`src/rtl/sfc_pkg.sv`:
```
// Shared types and constants for the sensor frame checksum parser.
// No dependencies; imported by the top level and its port checker.
package sfc_pkg;

    // Event codes carried on the input channel
    typedef enum logic [1:0] {
        CMD_RX_BYTE = 2'd0,
        CMD_IDLE    = 2'd1,
        CMD_TICK    = 2'd2,
        CMD_LOCK    = 2'd3
    } command_t;

    // Frame classification reported with each result
    typedef enum logic [1:0] {
        KIND_DISTANCE = 2'd0,
        KIND_LINE     = 2'd1,
        KIND_OTHER    = 2'd2
    } frame_kind_t;

    // Car modes
    typedef enum logic [1:0] {
        MODE_MANUAL = 2'd0,
        MODE_AVOID  = 2'd1,
        MODE_LINE   = 2'd2,
        MODE_PATH   = 2'd3
    } drive_mode_t;

    localparam int unsigned   FRAME_BYTES      = 4;
    localparam logic [7:0]    HDR_DISTANCE     = 8'hFF;
    localparam logic [7:0]    HDR_LINE         = 8'hAA;
    localparam logic [15:0]   LOCKOUT_RESET    = 16'd500;
    localparam logic [15:0]   MS_MAX           = 16'hFFFF;
    localparam logic [7:0]    NIBBLE_NONE      = 8'hFF;
    localparam logic [3:0]    NIB_MANUAL       = 4'h0;
    localparam logic [3:0]    NIB_AVOID        = 4'hD;
    localparam logic [3:0]    NIB_LINE         = 4'hF;
    localparam logic [3:0]    NIB_PATH         = 4'hE;

    // Map a mode request nibble to a mode; unknown nibbles keep the current one
    function automatic drive_mode_t nibble_to_mode(input logic [3:0] nib,
                                                   input drive_mode_t cur);
        drive_mode_t m;
        begin
            case (nib)
                NIB_MANUAL: m = MODE_MANUAL;
                NIB_AVOID:  m = MODE_AVOID;
                NIB_LINE:   m = MODE_LINE;
                NIB_PATH:   m = MODE_PATH;
                default:    m = cur;
            endcase
            return m;
        end
    endfunction

endpackage

```
`src/rtl/sensor_frame_checksum_parser.sv`:
```
// A line-idle event gives its result in the cycle after its transfer; other events give
// no result. Events are taken one per cycle, but for the idle stall below; the frame store
// and mode registers update between the input port and the result register.
// An idle event waits only while a previous result is held and not taken in that cycle.
// Reset (rst_n, asynchronous, active low) clears the frame store, counters and mode,
// sets the lockout to 500 ms and the last mode nibble to none seen.
// Depends on sfc_pkg.
module sensor_frame_checksum_parser
(
    input  logic        clk,
    input  logic        rst_n,
    // configuration write channel
    input  logic        cfg_valid,
    output logic        cfg_ready,
    input  logic [15:0] lockout_ms,
    // input event channel
    input  logic        in_valid,
    output logic        in_ready,
    input  logic [1:0]  command,
    input  logic [7:0]  rx_byte,
    // result channel
    output logic        out_valid,
    input  logic        out_ready,
    output logic        frame_ok,
    output logic [1:0]  frame_kind,
    output logic [15:0] distance,
    output logic [7:0]  line_bits,
    output logic [7:0]  line_type,
    output logic [1:0]  drive_mode,
    output logic        mode_changed
);
    import sfc_pkg::*;

    logic [7:0]  frame_store_reg [FRAME_BYTES];
    logic [2:0]  byte_count_reg;
    logic [7:0]  last_nibble_reg, last_nibble_next;
    logic [15:0] ms_since_lock_reg;
    logic [15:0] lockout_reg;
    drive_mode_t mode_reg, mode_next;
    logic [15:0] distance_reg, distance_next;
    logic [7:0]  line_bits_reg, line_bits_next;
    logic [7:0]  line_type_reg, line_type_next;

    logic        out_valid_reg;
    logic        frame_ok_reg, frame_ok_next;
    frame_kind_t frame_kind_reg, frame_kind_next;
    logic        mode_changed_reg, mode_changed_next;

    command_t    cmd;
    logic        in_xfer;
    logic        idle_xfer;
    logic [7:0]  sum;
    logic [3:0]  nib;

    assign cmd       = command_t'(command);
    assign cfg_ready = 1'b1;
    // An idle event needs the result slot; every other event may pass a held result
    assign in_ready  = !out_valid_reg || out_ready || (cmd != CMD_IDLE);
    assign in_xfer   = in_valid && in_ready;
    assign idle_xfer = in_xfer && (cmd == CMD_IDLE);

    // Evaluate the frame on line idle
    assign sum = frame_store_reg[0] + frame_store_reg[1] + frame_store_reg[2];
    assign nib = frame_store_reg[2][7:4];

    always_comb
    begin
        frame_ok_next     = 1'b0;
        frame_kind_next   = KIND_OTHER;
        mode_changed_next = 1'b0;
        distance_next     = distance_reg;
        line_bits_next    = line_bits_reg;
        line_type_next    = line_type_reg;
        mode_next         = mode_reg;
        last_nibble_next  = last_nibble_reg;
        if (sum == frame_store_reg[3])
        begin
            frame_ok_next = 1'b1;
            if (frame_store_reg[0] == HDR_DISTANCE)
            begin
                frame_kind_next = KIND_DISTANCE;
                distance_next   = {frame_store_reg[1], frame_store_reg[2]};
            end
            else if (frame_store_reg[0] == HDR_LINE)
            begin
                frame_kind_next = KIND_LINE;
                line_bits_next  = frame_store_reg[1];
                line_type_next  = frame_store_reg[2];
                if ((ms_since_lock_reg > lockout_reg) && ({4'h0, nib} != last_nibble_reg))
                begin
                    mode_next         = nibble_to_mode(nib, mode_reg);
                    last_nibble_next  = {4'h0, nib};
                    mode_changed_next = 1'b1;
                end
            end
        end
    end

    // Lockout register
    always_ff @(posedge clk or negedge rst_n)
    begin
        if (!rst_n)
            lockout_reg <= LOCKOUT_RESET;
        else if (cfg_valid && cfg_ready)
            lockout_reg <= lockout_ms;
    end

    // Frame store: fill on received bytes, drop bytes past the fourth
    always_ff @(posedge clk or negedge rst_n)
    begin
        if (!rst_n)
        begin
            for (int i = 0; i < FRAME_BYTES; i++)
                frame_store_reg[i] <= 8'h00;
            byte_count_reg <= 3'd0;
        end
        else if (in_xfer)
        begin
            if (cmd == CMD_RX_BYTE && byte_count_reg < 3'(FRAME_BYTES))
            begin
                frame_store_reg[byte_count_reg[1:0]] <= rx_byte;
                byte_count_reg <= byte_count_reg + 3'd1;
            end
            else if (cmd == CMD_IDLE)
                byte_count_reg <= 3'd0;
        end
    end

    // Millisecond counter since the last remote lock, saturating
    always_ff @(posedge clk or negedge rst_n)
    begin
        if (!rst_n)
            ms_since_lock_reg <= 16'd0;
        else if (in_xfer)
        begin
            if (cmd == CMD_LOCK)
                ms_since_lock_reg <= 16'd0;
            else if (cmd == CMD_TICK && ms_since_lock_reg != MS_MAX)
                ms_since_lock_reg <= ms_since_lock_reg + 16'd1;
        end
    end

    // Latest decoded values and mode, updated per frame
    always_ff @(posedge clk or negedge rst_n)
    begin
        if (!rst_n)
        begin
            distance_reg    <= 16'd0;
            line_bits_reg   <= 8'd0;
            line_type_reg   <= 8'd0;
            mode_reg        <= MODE_MANUAL;
            last_nibble_reg <= NIBBLE_NONE;
        end
        else if (idle_xfer)
        begin
            distance_reg    <= distance_next;
            line_bits_reg   <= line_bits_next;
            line_type_reg   <= line_type_next;
            mode_reg        <= mode_next;
            last_nibble_reg <= last_nibble_next;
        end
    end

    // Result register: load on idle transfer, drop on output transfer
    always_ff @(posedge clk or negedge rst_n)
    begin
        if (!rst_n)
            out_valid_reg <= 1'b0;
        else if (idle_xfer)
            out_valid_reg <= 1'b1;
        else if (out_ready)
            out_valid_reg <= 1'b0;
    end

    always_ff @(posedge clk)
    begin
        if (idle_xfer)
        begin
            frame_ok_reg     <= frame_ok_next;
            frame_kind_reg   <= frame_kind_next;
            mode_changed_reg <= mode_changed_next;
        end
    end

    // Decoded registers change only on idle transfers, so they hold with the result
    assign out_valid    = out_valid_reg;
    assign frame_ok     = frame_ok_reg;
    assign frame_kind   = frame_kind_reg;
    assign mode_changed = mode_changed_reg;
    assign distance     = distance_reg;
    assign line_bits    = line_bits_reg;
    assign line_type    = line_type_reg;
    assign drive_mode   = mode_reg;

endmodule

```
`config.mk`:
```
export PLATFORM = sky130hd
export DESIGN_NAME = sensor_frame_checksum_parser
export DESIGN_NICKNAME = d
export VERILOG_FILES = /design/src/rtl/sfc_pkg.sv /design/src/rtl/sensor_frame_checksum_parser.sv
export SDC_FILE = /design/constraint.sdc
export NUM_CORES = 1
export LEC_CHECK = 0
export BUFFER_PORTS_ARGS = -buffer_cell sky130_fd_sc_hd__buf_4
export CAP_MARGIN = 20
export CELL_PAD_IN_SITES_DETAIL_PLACEMENT = 1
export CELL_PAD_IN_SITES_GLOBAL_PLACEMENT = 1
export CORE_UTILIZATION = 42
export CTS_CLUSTER_DIAMETER = 120
export DETAILED_ROUTE_END_ITERATION = 10
export PLACE_DENSITY_LB_ADDON = 0.2
export SETUP_SLACK_MARGIN = 0.1
export SYNTH_ARGS = -nofsm -noshare
export SYNTH_HDL_FRONTEND = slang
export SYNTH_SLANG_ARGS = --single-unit
```
`constraint.sdc`:
```
create_clock -name clk -period 3.8 [get_ports clk]
set_clock_uncertainty 0.2 [all_clocks]
set_input_delay 0.19 -clock clk [delete_from_list [all_inputs] [get_ports clk]]
set_output_delay 0.19 -clock clk [all_outputs]
set_load 0.1 [all_outputs]
```
==> flow_metrics.env, run 1 <==
export IMPL_outcome="complete, no violations"
export IMPL_setup_violations=0
export IMPL_rr_startpoint="frame_store_reg[9]$_DFFE_PN0P_"
export IMPL_max_clock_path_buffers=2
export IMPL_grt_pass1_wl_um=21200
export IMPL_slew_limit_headroom_pct=33.5
export IMPL_htree_levels=3
export IMPL_cts_sinks=111
export IMPL_grt_ovfl_total=0
export IMPL_cts_made_buffers=9
export IMPL_clockRootBuffer="clkbuf_16"
export IMPL_cts_tree="yes"
export IMPL_drive_gt1_share_pct=34.5
export IMPL_cp_start_kind="flop"
export IMPL_cp_max_fo=14
export IMPL_n_antenna_cell=0
export IMPL_netlist_area_leader_share_pct=43.5
export IMPL_fin_cells=732
export IMPL_synthToLayoutAreaGrowth_pct=25.3
export IMPL_path_clk_slew_ps=70
export IMPL_p_clk_share_pct=23.1
export IMPL_worstSetupEndpoint="distance[6]$_DFFE_PN0P_"
export IMPL_synth_edf_count=4
export IMPL_antenna_left=0
export IMPL_synth_nets=514
export IMPL_swShare_pct=34.7
export IMPL_nets=621
export IMPL_max_slew_worst_pin_slew_ps=991
export IMPL_grt_max_degree=58
export IMPL_rrSetupSlack_ps=280
export IMPL_core_area_um2=12700
export IMPL_drc_errors=0
export IMPL_dp_hpwl_um=9050
export IMPL_async_reset_ff_share_pct=96.4
export IMPL_post_route_period_util_pct=92.6
export IMPL_grt_pass1_vias=4151
export IMPL_netlist_area_um2=5530
export IMPL_gr_usage_all_layers_pct=20.9
export IMPL_dpl_cell_area_um2=6300
export IMPL_start_util_pct=43.4
export IMPL_syn_avg_cell_area_um2=12.3
export IMPL_hold_viol=0
export IMPL_drt_initial_drc_count=200
export IMPL_r2r_cells=10
export IMPL_row_count=41
export IMPL_comb_power_share_pct=41.1
export IMPL_finish_utilization_pct=54.4
export IMPL_seqPwrFrac_pct=35.8
export IMPL_critical_path_class="flop to flop"
export IMPL_setup_tns_ps=0
export IMPL_synthTopCellsByCount="dfrtp_1 (96), mux2_2 (61), nand2_1 (38), ha_1 (27), inv_1 (21)"
export IMPL_reg2reg_to="distance[6]$_DFFE_PN0P_"
export IMPL_switchingPower_mw=1.58
export IMPL_n_fill_cell=1359
export IMPL_wire_per_inst_um=17.6
export IMPL_synthCells=448
export IMPL_startpoint="frame_store_reg[9]$_DFFE_PN0P_"
export IMPL_gp_congestion=0.824
export IMPL_yosysSeqAreaShare_pct=50.9
export IMPL_max_freq_ghz=0.284
export IMPL_io_buffers=70
export IMPL_cp_required_ps=3830
export IMPL_ir_drop_uv=306
export IMPL_final_cell_area_um2=6920
export IMPL_end_kind="flop"
export IMPL_p_int_mw=2.97
export IMPL_postCtsSetupBuffers=0
export IMPL_antenna_found_initial=0
export IMPL_die_area_um2=13600
export IMPL_clk_latency_ps=350
export IMPL_drv_cap=0
export IMPL_synth_seq_cells=111
export IMPL_slowest_delay_ps=560
export IMPL_synthTopCellsByArea="dfrtp_1 (43%), mux2_2 (12%), ha_1 (6.1%)"
export IMPL_yosysMostFrequentCell="dfrtp_1"
export IMPL_post_place_cells=689
export IMPL_vias=3774
export IMPL_die_h_um=117
export IMPL_total_power_mw=4.54
export IMPL_drt_pass1_iter_count=5
export IMPL_finalCriticalPeriod_ps=3520
export IMPL_routed_wl_um=12900
export IMPL_setup_slack_ps=279
export IMPL_largest_reg_flops=32
export IMPL_hold_slack_ps=17.1
export IMPL_vias_per_cell=5.16
export IMPL_pre_cts_slack_ps=45.6
export IMPL_ys_types=52
export IMPL_p_leak_nw=3.33
export IMPL_arrival_ps=3550
export IMPL_worstPathCellList="fa_1, ha_2, fa_2, xnor3_1, nand4_1, nor3_2, nand4_2, or4b_4, buf_12, mux2_4"
export IMPL_die_w_um=117
export IMPL_rsz0062_at_grt="false"
export IMPL_io_pins=72
export IMPL_slew_viol_final=0
export IMPL_yosys_warnings=0
export IMPL_yosys_most_used_dff="dfrtp_1"
export IMPL_yosys_area_top_type="dfrtp_1"
export IMPL_crit_path_top_delay_cell="or4b_4"
export IMPL_power_density_nw_per_um2=656
export IMPL_hold_class="input pin to flop"
-- worst min-delay path by stage --
stage              start                                to  slack (ps)  cells past startpoint
3_3_place_gp       rst_n  ms_since_lock_reg[0]$_DFFE_PN0P_          60                      1
2_1_floorplan      rst_n     byte_count_reg[0]$_DFFE_PN0P_        -310                      0
3_5_place_dp       rst_n  ms_since_lock_reg[1]$_DFFE_PN0P_          70                      1
5_1_grt        cfg_valid        lockout_reg[2]$_DFFE_PN1P_          40                      3
4_1_cts        cfg_valid        lockout_reg[4]$_DFFE_PN1P_           3                      3
6_report       cfg_valid        lockout_reg[4]$_DFFE_PN1P_          20                      3
-- power by group through the flow --
| stage | Clock [mW] | Combinational [mW] | Sequential [mW] |
|---|---|---|---|
| 6_report | 1.05 | 1.87 | 1.62 |
| 5_1_grt | 1.11 | 2.11 | 1.67 |
| 4_1_cts | 1.08 | 1.88 | 1.63 |
| 3_5_place_dp | 0 | 1.82 | 1.65 |
| 3_3_place_gp | 0 | 1.74 | 1.63 |
| 2_1_floorplan | 0 | 1.36 | 1.57 |
-- what timing repair did --
action | CTS | global route
hold endpoints to repair | 103 | 0
pin swaps | 0 | 2
setup endpoints to repair | 25 | 36
resized for setup | 4 | 2
hold buffers | 27 | 0
-- worst max-delay path: cells and delay by family, from the launching register on --
family	cells	cell delay (ps)
buffers and inverters	1	180
adders and majority gates	3	1070
DFF	1	420
and+or+nand+nor	4	940
xor gates and xnor gates	1	280
muxes	1	300
-- per-layer routing --
layer / up-vias / routed length, um / share of wire (%) / GRT usage [%]
li1: 1790 / - / - / -
met1: 1907 / 6250 / 49 / 28.7
met2: 68 / 6060 / 47 / 33.8
met3: 9 / 437 / 3.4 / 4.98
met4: 0 / 123 / 0.96 / 4.81
met5: - / 0 / 0 / 0
-- logic make-up (layout without fill, tap and decap cells) --
kind of cell,Yosys count,count (layout),synth area share (%)
adder cells (fa/ha/maj),35,35,9.01
other,1,1,0.0679
AND/OR/NAND/NOR,115,115,11.0
AO/OA/AOI/OAI,51,51,5.77
buffers and inverters,34,146,2.97
flip-flops,111,111,50.9
multiplexers,72,72,15.3
XOR/XNOR,29,29,4.98
-- cells in the final DEF, fill, tap and decap left out, types with 4 or more instances in the layout --
master          n
dfrtp_1        96
nor3_1          4
mux2_4         10
xor2_1         11
xnor2_1        16
dfstp_2        11
ha_1           26
edfxtp_1        4
a21oi_1        10
clkbuf_16      10
fa_1            7
inv_1          21
nand4_1        11
nor2_1         20
dlygate4sd3_1  27
o21ai_0        20
nand3_1        11
buf_4          78
mux2_2         61
a21o_1          5
nand2_1        38
nor2b_1         4
-- area by class of cell --
type | count | area [um^2] | area share (%)
clock buffers | 12 | 258 | 3.72
clock inverters | 4 | 76.3 | 1.10
well taps | 172 | 215 | 3.11
flip-flops and latches | 111 | 2810 | 40.6
repair buffers | 109 | 918 | 13.3
inverters | 21 | 78.8 | 1.14
multi-input cells | 303 | 2560 | 37.0
Power figures use the tool's default switching activity.
==> run 2, diff against run 1 <==
ABC_AREA = 1   (was not set)
CORE_UTILIZATION = 40   (was 42)
==> run 2 against run 1 <==
  * Critical path depth is 5 higher
  * Clock power shrank 13%
  * Setup slack better by 160 ps
  * Worst hold slack improved by 9.1 ps
  * Sequential power about the same
  * Final area up 3.2%
  * Die area increased by 11%
  * Combinational power is 6% higher
  * Sequential cell count unchanged
==> flow_metrics.env, run 2 <==
export IMPL_outcome="complete, no violations"
export IMPL_clk_latency_ps=360
export IMPL_start_util_pct=41.6
export IMPL_io_buffers=70
export IMPL_yosysMostFrequentCell="nand2_1"
export IMPL_grt_max_degree=55
export IMPL_dp_hpwl_um=11500
export IMPL_die_h_um=123
export IMPL_vias=4854
export IMPL_hold_viol=0
export IMPL_synthTopCellsByArea="dfrtp_1 (41%), nand2_1 (11%), ha_1 (5.8%)"
export IMPL_final_cell_area_um2=7140
export IMPL_row_count=43
export IMPL_antenna_found_initial=0
export IMPL_max_slew_worst_pin_slew_ps=726
export IMPL_synth_nets=730
export IMPL_synthToLayoutAreaGrowth_pct=21.7
export IMPL_ir_drop_uv=303
export IMPL_slew_limit_headroom_pct=51.6
export IMPL_critical_path_class="flop to flop"
export IMPL_dpl_cell_area_um2=6520
export IMPL_max_clock_path_buffers=2
export IMPL_die_w_um=123
export IMPL_path_clk_slew_ps=70
export IMPL_cp_required_ps=3830
export IMPL_yosys_warnings=0
export IMPL_finalCriticalPeriod_ps=3360
export IMPL_synthCells=664
export IMPL_power_density_nw_per_um2=630
export IMPL_htree_levels=3
export IMPL_nets=831
export IMPL_syn_avg_cell_area_um2=8.84
export IMPL_n_antenna_cell=0
export IMPL_end_kind="flop"
export IMPL_setup_tns_ps=0
export IMPL_synth_edf_count=4
export IMPL_yosysSeqAreaShare_pct=47.9
export IMPL_grt_pass1_wl_um=25800
export IMPL_drive_gt1_share_pct=21.2
export IMPL_n_fill_cell=1658
export IMPL_setup_slack_ps=436
export IMPL_routed_wl_um=15600
export IMPL_setup_violations=0
export IMPL_crit_path_top_delay_cell="fa_1"
export IMPL_synthTopCellsByCount="nand2_1 (171), dfrtp_1 (96), inv_1 (77), o21ai_1 (37), o21ai_0 (30)"
export IMPL_yosys_most_used_dff="dfrtp_1"
export IMPL_drc_errors=0
export IMPL_gr_usage_all_layers_pct=22.5
export IMPL_drv_cap=0
export IMPL_cp_max_fo=32
export IMPL_core_area_um2=14100
export IMPL_cts_tree="yes"
export IMPL_cp_start_kind="flop"
export IMPL_slowest_delay_ps=460
export IMPL_slew_viol_final=0
export IMPL_netlist_area_leader_share_pct=40.9
export IMPL_arrival_ps=3400
export IMPL_post_route_period_util_pct=88.5
export IMPL_p_leak_nw=3.52
export IMPL_cts_made_buffers=9
export IMPL_die_area_um2=15200
export IMPL_largest_reg_flops=32
export IMPL_drt_pass1_iter_count=4
export IMPL_post_cts_resized=0
export IMPL_pre_cts_slack_ps=438
export IMPL_yosys_area_top_type="dfrtp_1"
export IMPL_grt_pass1_vias=5187
export IMPL_vias_per_cell=5.11
export IMPL_synth_seq_cells=111
export IMPL_drt_initial_drc_count=156
export IMPL_netlist_area_um2=5870
export IMPL_clockRootBuffer="clkbuf_16"
export IMPL_cts_sinks=111
export IMPL_max_freq_ghz=0.297
export IMPL_io_pins=72
export IMPL_worstPathCellList="fa_1, ha_1, fa_1, inv_1, nand2_1, nand3_1, nand2_1, nor2_1, nand2_1, nor2_2, nand3_4, inv_2, nand3_4, nand2_1, o21ai_2"
export IMPL_path_common_cell="nand2_1"
export IMPL_grt_ovfl_total=0
export IMPL_wire_per_inst_um=16.4
export IMPL_gp_congestion=0.825
export IMPL_final_cell_mix="nand2_1 (171), dfrtp_1 (96), inv_1 (77)"
export IMPL_ys_types=42
export IMPL_final_common_cell="nand2_1"
export IMPL_async_reset_ff_share_pct=96.4
export IMPL_rsz0062_at_grt="false"
export IMPL_antenna_left=0
export IMPL_hold_class="input pin to flop"
[run 2: cell types whose count changed in the layout (fill, tap and decap cells not counted), moves of 9 or more]
cell,before,now
o21ai_1,0,37
nand2_1,38,171
nand3_1,11,24
mux2_4,10,0
inv_1,21,77
inv_2,0,10
o21ai_2,0,23
mux2_2,61,4
xnor2_1,16,5
nand2_2,0,18
a21oi_1,10,19
o21ai_0,20,30
[run 2: report_power, final]
part | switching, mW | internal (mW)
Sequential | 0.213 | 1.38
Clock | 0.427 | 0.487
Combinational | 1.23 | 0.766
Total | 1.87 | 2.63
[run 2: cells by family after synthesis]
kind of cell / Yosys count / share of synthesized area (%)
XOR/XNOR: 9 / 1.34
AND/OR/NAND/NOR: 282 / 21.8
flip-flops: 111 / 47.9
AO/OA/AOI/OAI: 118 / 11.9
multiplexers: 4 / 0.768
other: 1 / 0.0639
adder cells (fa/ha/maj): 35 / 8.49
buffers and inverters: 104 / 7.72
[run 2: worst paths after layout]
path	from	endpoint	slack, ps	cells after the start
worst max register to register	frame_store_reg[25]$_DFFE_PN0P_	line_type[5]$_DFFE_PN0P_	440	15
worst max-delay path	frame_store_reg[25]$_DFFE_PN0P_	line_type[5]$_DFFE_PN0P_	440	15
worst min-delay path	cfg_valid	lockout_reg[11]$_DFFE_PN0P_	30	3
max in group asynchronous	rst_n	lockout_reg[7]$_DFFE_PN1P_	2340	3
worst min register to register	last_nibble_reg[6]$_DFFE_PN1P_	last_nibble_reg[6]$_DFFE_PN1P_	260	2
min in group asynchronous	rst_n	frame_store_reg[0]$_DFFE_PN0P_	210	2
[run 2: area by class of cell]
cell class	instances	area [um^2]	area share [%]
multi-input cells	449	2600	36.5
well taps	180	225	3.15
clock buffers	14	265	3.71
flip-flops and latches	111	2810	39.4
inverters	88	330	4.62
clock inverters	2	13.8	0.193
repair buffers	106	893	12.5
[run 2: metal layers]
| layer | vias up | GRT usage (%) | share of wire [%] |
|---|---|---|---|
| li1 | 2353 | - | - |
| met1 | 2404 | 25.4 | 42 |
| met2 | 76 | 42.0 | 53 |
| met3 | 21 | 4.84 | 3.0 |
| met4 | 0 | 7.08 | 2.1 |
| met5 | - | 0 | 0 |
[run 2: repair_timing]
action | in CTS | in global routing
setup buffers | 0 | 0
endpoints found under the hold margin | 102 | 0
endpoints found under the setup margin | 0 | 0
hold buffers | 34 | 0
[run 2: stage by stage]
stage	utilization [%]	hold slack (ps)	std cells	power (mW)
floorplan	-	-306	664	3.05
global placement	46.3	93.2	900	3.49
detailed placement	46.3	103	900	3.60
CTS	50.7	1.91	950	4.57
global route	50.7	52.6	950	4.89
finish	50.7	26.3	950	4.50
[run 2: critical path: cells and delay by family, from the launching register on]
family | cells | cell delay (ps)
simple gates | 9 | 1140
buf+inv | 2 | 210
flops | 1 | 440
fa+ha+maj | 3 | 1130
compound gates | 1 | 80
